==> src/csstat_pkg.sv <==
// Shared widths and engine interface types for the column statistics block.
package csstat_pkg;

  localparam int SAMPLE_W = 16;
  localparam int COUNT_W  = 17;
  localparam int SUM_W    = 33;
  localparam int SUMSQ_W  = 47;
  localparam int STD_W    = 15;

  // Request from the accumulator side to the end-of-column engine
  typedef struct packed {
    logic                      start;
    logic [COUNT_W-1:0]        count;
    logic signed [SUM_W-1:0]   sum;
    logic [SUMSQ_W-1:0]        sumsq;
  } eng_in_t;

  // Engine status and results; results hold until the next start
  typedef struct packed {
    logic                       done;
    logic signed [SAMPLE_W-1:0] mean;
    logic [STD_W-1:0]           std_dev;
  } eng_out_t;

endpackage

==> src/csstat_engine.sv <==
// Bit-serial end-of-column engine: products, floor mean, variance and root.
module csstat_engine (
  input  logic               clk,
  input  logic               rst,
  input  csstat_pkg::eng_in_t  eng_in,
  output csstat_pkg::eng_out_t eng_out
);

  // Iteration counts (last step index) of each serial unit
  localparam logic [5:0] MUL_LAST  = 6'd31;  // one multiplier bit per cycle
  localparam logic [5:0] DIV_LAST  = 6'd63;  // one quotient bit per cycle
  localparam logic [5:0] SQRT_LAST = 6'd15;  // one root bit per cycle

  typedef enum logic [2:0] {
    E_IDLE, E_MUL_CS, E_MUL_S2, E_MUL_CC, E_DIV_MEAN, E_DIV_VAR, E_SQRT
  } phase_t;

  phase_t phase;
  logic [5:0] step;

  // Latched operands
  logic [csstat_pkg::COUNT_W-1:0] cnt;
  logic [31:0] mag;
  logic        neg;

  // Shift-add multiplier
  logic [63:0] mc;
  logic [31:0] mp;
  logic [63:0] prod;
  logic [63:0] prod_next;

  // Stored products
  logic [63:0] cs;
  logic [63:0] s2;
  logic [32:0] cc;
  logic [63:0] diff;

  // Restoring divider
  logic [63:0] dvd;
  logic [33:0] dsr;
  logic [33:0] rem;
  logic [63:0] quo;
  logic [33:0] rem_sh;
  logic        div_ge;
  logic [33:0] rem_next;
  logic [63:0] quo_next;

  // Restoring square root, two radicand bits per step
  logic [31:0] sv;
  logic        sat;
  logic [19:0] srem;
  logic [15:0] root;
  logic [19:0] srem_sh;
  logic [19:0] trial;
  logic        sq_ge;
  logic [19:0] srem_next;
  logic [15:0] root_next;

  // Results
  logic        done;
  logic signed [csstat_pkg::SAMPLE_W-1:0] mean;
  logic [csstat_pkg::STD_W-1:0]           std_dev;
  logic [15:0] mean_next;
  logic [32:0] neg_sum;

  // One step of each serial unit
  always_comb begin
    prod_next = prod + (mp[0] ? mc : 64'd0);

    rem_sh   = {rem[32:0], dvd[63]};
    div_ge   = (rem_sh >= dsr);
    rem_next = div_ge ? (rem_sh - dsr) : rem_sh;
    quo_next = {quo[62:0], div_ge};

    srem_sh   = {srem[17:0], sv[31:30]};
    trial     = {2'b00, root, 2'b01};
    sq_ge     = (srem_sh >= trial);
    srem_next = sq_ge ? (srem_sh - trial) : srem_sh;
    root_next = {root[14:0], sq_ge};

    diff = (cs > s2) ? (cs - s2) : 64'd0;

    // floor division: a negative sum with a remainder rounds one further down
    mean_next = neg ? (16'd0 - quo_next[15:0] - 16'(rem_next != 34'd0))
                    : quo_next[15:0];

    neg_sum = 33'd0 - eng_in.sum;
  end

  // Sequencer
  always_ff @(posedge clk) begin
    if (rst) begin
      phase <= E_IDLE;
      done  <= 1'b0;
    end else begin
      case (phase)
        E_IDLE: begin
          if (eng_in.start) begin
            done  <= 1'b0;
            cnt   <= eng_in.count;
            neg   <= eng_in.sum[csstat_pkg::SUM_W-1];
            mag   <= eng_in.sum[csstat_pkg::SUM_W-1] ? neg_sum[31:0] : eng_in.sum[31:0];
            mc    <= {17'd0, eng_in.sumsq};
            mp    <= {15'd0, eng_in.count};
            prod  <= 64'd0;
            step  <= MUL_LAST;
            phase <= E_MUL_CS;
          end
        end
        E_MUL_CS, E_MUL_S2, E_MUL_CC: begin
          prod <= prod_next;
          mc   <= {mc[62:0], 1'b0};
          mp   <= {1'b0, mp[31:1]};
          step <= step - 6'd1;
          if (step == 6'd0) begin
            prod <= 64'd0;
            step <= MUL_LAST;
            case (phase)
              E_MUL_CS: begin
                cs    <= prod_next;
                mc    <= {32'd0, mag};
                mp    <= mag;
                phase <= E_MUL_S2;
              end
              E_MUL_S2: begin
                s2    <= prod_next;
                mc    <= {47'd0, cnt};
                mp    <= {15'd0, cnt};
                phase <= E_MUL_CC;
              end
              default: begin
                cc    <= prod_next[32:0];
                dvd   <= {32'd0, mag};
                dsr   <= {17'd0, cnt};
                rem   <= 34'd0;
                quo   <= 64'd0;
                step  <= DIV_LAST;
                phase <= E_DIV_MEAN;
              end
            endcase
          end
        end
        E_DIV_MEAN, E_DIV_VAR: begin
          rem  <= rem_next;
          quo  <= quo_next;
          dvd  <= {dvd[62:0], 1'b0};
          step <= step - 6'd1;
          if (step == 6'd0) begin
            if (phase == E_DIV_MEAN) begin
              mean  <= mean_next;
              dvd   <= diff;
              dsr   <= {1'b0, cc};
              rem   <= 34'd0;
              quo   <= 64'd0;
              step  <= DIV_LAST;
              phase <= E_DIV_VAR;
            end else begin
              sv    <= quo_next[31:0];
              sat   <= (quo_next[63:32] != 32'd0);
              srem  <= 20'd0;
              root  <= 16'd0;
              step  <= SQRT_LAST;
              phase <= E_SQRT;
            end
          end
        end
        E_SQRT: begin
          srem <= srem_next;
          root <= root_next;
          sv   <= {sv[29:0], 2'b00};
          step <= step - 6'd1;
          if (step == 6'd0) begin
            std_dev <= (sat || root_next[15]) ? 15'h7FFF : root_next[14:0];
            done    <= 1'b1;
            phase   <= E_IDLE;
          end
        end
        default: phase <= E_IDLE;
      endcase
    end
  end

  assign eng_out.done    = done;
  assign eng_out.mean    = mean;
  assign eng_out.std_dev = std_dev;

endmodule

==> src/column_summary_statistics.sv <==
// Column summary statistics: count, mean, std deviation, min and max of a stream.
//
// Input stream (s_*): one signed Q8.8 sample per beat in s_tdata, s_tlast on the
// final sample of a column. Samples are taken one per cycle while s_tready is
// high. The sample square is registered one stage ahead of the 33-bit sum and
// 47-bit sum-of-squares accumulators; samples beyond MAX_ROWS in a column are
// ignored, but their tlast still closes the column.
// After a tlast beat s_tready drops while a bit-serial engine finishes the
// column: 3 shift-add products of 32 steps, 2 restoring divisions of 64 steps
// and a 16-step square root, before the result is loaded for m_tvalid.
// Throughput is one sample per cycle inside a column, with a pause in intake after each column.
// Output stream (m_*): one beat per column from an output register. If the
// receiver stalls, the result holds; the next column's result then waits with
// s_tready low until the result register can be loaded.
// Reset (rst, synchronous) clears the accumulators, empties the output
// register and leaves the block ready for a new column.
module column_summary_statistics #(
  parameter int MAX_ROWS = 65536
) (
  input  logic        clk,
  input  logic        rst,
  input  logic        s_tvalid,
  output logic        s_tready,
  input  logic [15:0] s_tdata,   // [15:0] sample
  input  logic        s_tlast,   // last_in_column
  output logic        m_tvalid,
  input  logic        m_tready,
  output logic [79:0] m_tdata    // [16:0] count, [32:17] mean, [47:33] std_dev,
                                 // [63:48] minimum, [79:64] maximum
);

  localparam logic [csstat_pkg::COUNT_W-1:0] MAX_COUNT = csstat_pkg::COUNT_W'(MAX_ROWS);

  typedef enum logic [1:0] {ST_ACC, ST_FLUSH, ST_START, ST_RUN} state_t;

  state_t state;

  logic in_beat;
  logic out_free;

  // Square stage
  logic signed [15:0] x_in;
  logic signed [31:0] sq_full;
  logic               p_valid;
  logic signed [15:0] p_sample;
  logic [30:0]        p_square;

  // Accumulators
  logic [csstat_pkg::COUNT_W-1:0]        sample_count;
  logic signed [csstat_pkg::SUM_W-1:0]   running_sum;
  logic [csstat_pkg::SUMSQ_W-1:0]        running_sum_squares;
  logic signed [15:0]                    running_min;
  logic signed [15:0]                    running_max;

  // Column result held while the engine runs
  logic [csstat_pkg::COUNT_W-1:0] hold_count;
  logic [15:0]                    hold_min;
  logic [15:0]                    hold_max;

  csstat_pkg::eng_in_t  eng_in;
  csstat_pkg::eng_out_t eng_out;

  assign s_tready = (state == ST_ACC);
  assign in_beat  = s_tvalid && s_tready;
  assign out_free = !m_tvalid || m_tready;
  assign x_in     = s_tdata;
  assign sq_full  = x_in * x_in;

  // Square stage register
  always_ff @(posedge clk) begin
    if (rst) begin
      p_valid <= 1'b0;
    end else begin
      p_valid <= in_beat;
    end
    if (in_beat) begin
      p_sample <= x_in;
      p_square <= sq_full[30:0];
    end
  end

  // Running totals; cleared as the engine takes the column
  always_ff @(posedge clk) begin
    if (rst || state == ST_START) begin
      sample_count        <= '0;
      running_sum         <= '0;
      running_sum_squares <= '0;
      running_min         <= 16'sh7FFF;
      running_max         <= 16'sh8000;
    end else if (p_valid && sample_count < MAX_COUNT) begin
      sample_count        <= sample_count + 1'b1;
      running_sum         <= running_sum + csstat_pkg::SUM_W'(p_sample);
      running_sum_squares <= running_sum_squares + csstat_pkg::SUMSQ_W'(p_square);
      if (p_sample < running_min) running_min <= p_sample;
      if (p_sample > running_max) running_max <= p_sample;
    end
  end

  // Engine request
  assign eng_in.start = (state == ST_START);
  assign eng_in.count = sample_count;
  assign eng_in.sum   = running_sum;
  assign eng_in.sumsq = running_sum_squares;

  csstat_engine u_engine (
    .clk     (clk),
    .rst     (rst),
    .eng_in  (eng_in),
    .eng_out (eng_out)
  );

  // Column control and output register
  always_ff @(posedge clk) begin
    if (rst) begin
      state    <= ST_ACC;
      m_tvalid <= 1'b0;
    end else begin
      if (m_tready) m_tvalid <= 1'b0;
      case (state)
        ST_ACC: begin
          if (in_beat && s_tlast) state <= ST_FLUSH;
        end
        ST_FLUSH: state <= ST_START;
        ST_START: begin
          hold_count <= sample_count;
          hold_min   <= running_min;
          hold_max   <= running_max;
          state      <= ST_RUN;
        end
        ST_RUN: begin
          if (eng_out.done && out_free) begin
            m_tdata  <= {hold_max, hold_min, eng_out.std_dev, eng_out.mean, hold_count};
            m_tvalid <= 1'b1;
            state    <= ST_ACC;
          end
        end
        default: state <= ST_ACC;
      endcase
    end
  end

endmodule

==> config.mk <==
export PLATFORM = sky130hd
export DESIGN_NAME = column_summary_statistics
export DESIGN_NICKNAME = d
export VERILOG_FILES = /design/src/csstat_pkg.sv /design/src/csstat_engine.sv /design/src/column_summary_statistics.sv
export SDC_FILE = /design/constraint.sdc
export NUM_CORES = 2
export LEC_CHECK = 0
export BUFFER_PORTS_ARGS = -buffer_cell sky130_fd_sc_hd__clkbuf_2
export CORE_MARGIN = 2
export CORE_UTILIZATION = 64
export DETAILED_ROUTE_END_ITERATION = 7
export GPL_ROUTABILITY_DRIVEN = 0
export PLACE_DENSITY = 0.81
export SLEW_MARGIN = 20
export SYNTH_ARGS = -nofsm -noshare
export SYNTH_HDL_FRONTEND = slang
export SYNTH_SLANG_ARGS = --single-unit
==> constraint.sdc <==
create_clock -name clk -period 17.4 [get_ports clk]
set_input_delay 0 -clock clk [delete_from_list [all_inputs] [get_ports clk]]
set_output_delay 0 -clock clk [all_outputs]
set_load 0.1 [all_outputs]
==> results.cfg <==
[run_status]
outcome = finished clean

[sta]
fin_skew_ns = 0.0337
maxSlewHeadroom_pct = 28.6
rsz0062_at_grt = false
tns_ns = 0
hold_viol_final = 0
period_share_pct = 38.9
drv_slew = 0
worst_slack_ns = 10.64
tightest_slew_ns = 1.07
setup_violations = 0
fmax_mhz = 148
period_minus_slack_ns = 6.76

[global_route]
grt_pass1_vias = 42251
grt_max_degree = 161
grt_pass1_wl_mm = 219
antenna_found_initial = 1
grt_use_total_pct = 28.6
grt_overflow = 0

[finish]
final_nets = 6296
antenna_cells = 0
syn_to_final_growth_pct = 8.94
drive_above_1_share_pct = 6.41
multiInputGateArea_mm2 = 0.0286
regArea_mm2 = 0.0280
n_fill_cell = 6382

[critical_path]
crit_arrival_ns = 7.18
cp-start-kind = input port
reg2reg_depth = 29
reg2reg_to = u_engine.mean[14]$_DFFE_PP_
crit_type = input port to register
ff2ff_setup_slack_ns = 10.68
crit_required_ns = 17.82
slowest_stage = fa_1
cp_max_fo = 20
r2r_start = u_engine.dvd[63]$_SDFFCE_PP0P_
cp_slowest_stage_delay_ns = 0.54
critPathCaptureType = register
endpoint = p_square[30]$_DFFE_PP_
critPathLaunch = s_tdata[15]

[die]
die-area_mm2 = 0.0956
core_mm2 = 0.0919
die_w_um = 309
rows = 111
num_io_pins = 103
die_y_um = 309
start_util_pct = 64.8

[clock_tree]
postCtsSetupBuffers = 0
numCtsBuffers = 101
clk_latency_ns = 0.70
cts.reportedPaths.clkPinSlew_ns = 0.07
htreeDepth = 3
root_buffer = clkbuf_16
cts.path.max_buffers = 3
cts_sinks = 979
cts_tree = done

[routing]
wl_mm = 136
drc = 0
wl_per_cell_um = 19.4
drtIter0Drc = 4180
firstDrtPassIters = 6
num_vias = 42524
via_per_inst = 6.09
postRouteAntennaNets = 0

[synthesis]
synth.distinct_cells = 85
avgSynthCellArea_um2 = 10.6
synth_top_flop_cell = edfxtp_1
synth-seq-area-share_pct = 47.0
syn-num-nets = 6242
syn-instance-count = 5608
yosysTopAreaCellShare_pct = 42.4
synthArstFlopShare_pct = 0
synth-edff-count = 842
synth_commonest_cells = edfxtp_1 (842), inv_1 (595), nand2_1 (589), ha_1 (377), a21oi_1 (355)
synth.most_common_cell = edfxtp_1
yosys_warnings = 0
syn_area_mm2 = 0.0596
synth.area.top_cells = edfxtp_1 (42%), fa_1 (7.9%), ha_1 (7.9%), dfxtp_1 (4.6%), inv_1 (3.7%)
synth_largest_area_cell = edfxtp_1
ys_ff_latch = 979

[power]
ir_drop_mv = 0.147
pwr_density_cell_mw_per_mm2 = 151
p_leak_nw = 27.2

[flow_run]
max_cap_violations = 0

[placed_design]
dp_worst_setup_slack_ns = 10.56
dp_hpwl_mm = 95.6
port_buffers = 102

[worst_hold_path]
hold_class = input port to register
-- layout by cell type, fill, tap and decap left out, types with 32 or more instances in the layout --
cell,instances
xor2_1,105
clkbuf_2,102
edfxtp_1,842
xnor2_1,215
a22o_1,54
clkbuf_16,103
buf_4,40
fa_1,236
nand2_1,588
nand2b_1,43
mux2i_1,44
a31oi_1,34
o21ai_0,210
dfxtp_1,137
inv_1,595
a21o_1,160
o21bai_1,43
nand4_1,55
a211oi_1,42
a221o_1,36
a21oi_1,353
nor3_1,67
nor2_1,336
o21a_1,37
o31ai_1,32
and3_1,90
nand3_1,85
ha_1,377
and2_1,225
-- registers in the layout, indices dropped and copies added (netlist names), 17 cells and up --
signal	flops
u_engine.cc	33
u_engine.quo	63
u_engine.srem	18
running_sum	33
u_engine.mag	32
running_sum_squares	47
u_engine.cnt	17
m_tdata	80
u_engine.dvd	64
u_engine.dsr	33
sample_count	17
u_engine.sv	32
p_square	29
u_engine.mc	64
u_engine.prod	64
u_engine.cs	64
u_engine.mp	32
hold_count	17
u_engine.s2	64
u_engine.rem	33
-- layer usage --
| layer | global-route usage, % | share of wire [%] | vias up |
|---|---|---|---|
| met5 | 0 | 0 | - |
| met4 | 11.1 | 3.8 | 0 |
| met3 | 3.48 | 7.5 | 307 |
| met2 | 47.6 | 48 | 1832 |
| met1 | 38.5 | 41 | 20547 |
| li1 | - | - | 19838 |
-- how the worst min path moves through the flow --
stage	startpoint	end	slack (ns)	depth (start not counted)
2_1_floorplan	s_tdata[0]	p_sample[0]$_DFFE_PP_	0.1	0
4_1_cts	s_tvalid	p_sample[6]$_DFFE_PP_	0.18	3
3_3_place_gp	m_tready	m_tvalid$_SDFF_PP0_	0.32	3
5_1_grt	s_tvalid	p_sample[6]$_DFFE_PP_	0.22	3
3_5_place_dp	m_tready	m_tvalid$_SDFF_PP0_	0.33	3
6_report	s_tvalid	p_sample[6]$_DFFE_PP_	0.23	3
-- report_power, final --
part	total [mW]	switching, mW	leakage, nW	internal, mW
clock	2.22	0.948	1.63	1.27
sequential	3.21	0.160	8.90	3.05
combinational	4.36	2.54	16.7	1.82
-- kinds of logic after synthesis --
group           count (synthesis)  synth area share [%]
simple gates                 1649                  13.3
compound gates               1188                  13.2
flops                         979                  47.0
buf+inv                       811                  5.13
fa+ha+maj                     613                  15.8
xor+xnor                      320                  4.70
mux                            48                 0.815
-- metrics by stage --
stage / area, µm² / hold WS, ns / util, % / power [mW] / cells
after floorplan: 59600 / 0.0989 / - / 6.66 / 5608
after global placement: 61300 / 0.321 / 66.7 / 7.36 / 6780
after detailed placement: 61300 / 0.335 / 66.7 / 7.54 / 6780
after CTS: 64900 / 0.179 / 70.6 / 9.78 / 6987
after global routing: 64900 / 0.224 / 70.6 / 10.5 / 6987
final: 64900 / 0.225 / 70.6 / 9.79 / 6987
-- layout make-up --
type,count,share of cell area [%]
well taps,1243,2.40
inverters,596,3.45
clock inverters,56,0.999
multi-input cells,3818,44.1
repair buffers,166,1.64
flip-flops and latches,979,43.2
clock buffers,129,4.21
-- worst max-delay path, delay by kind of cell --
kind	cells	cell delay, ns
AND/OR/NAND/NOR	5	0.81
adder cells (fa/ha/maj)	7	3.26
AO/OA/AOI/OAI	6	1.39
XOR/XNOR	2	0.23
buffers and inverters	7	1.46
-- repair_timing --
action	CTS	global route
endpoints found under the hold margin	24	0
gates resized for setup	0	0
setup endpoints to repair	0	0
hold buffers	22	0
(Power assumes the default switching activity.)
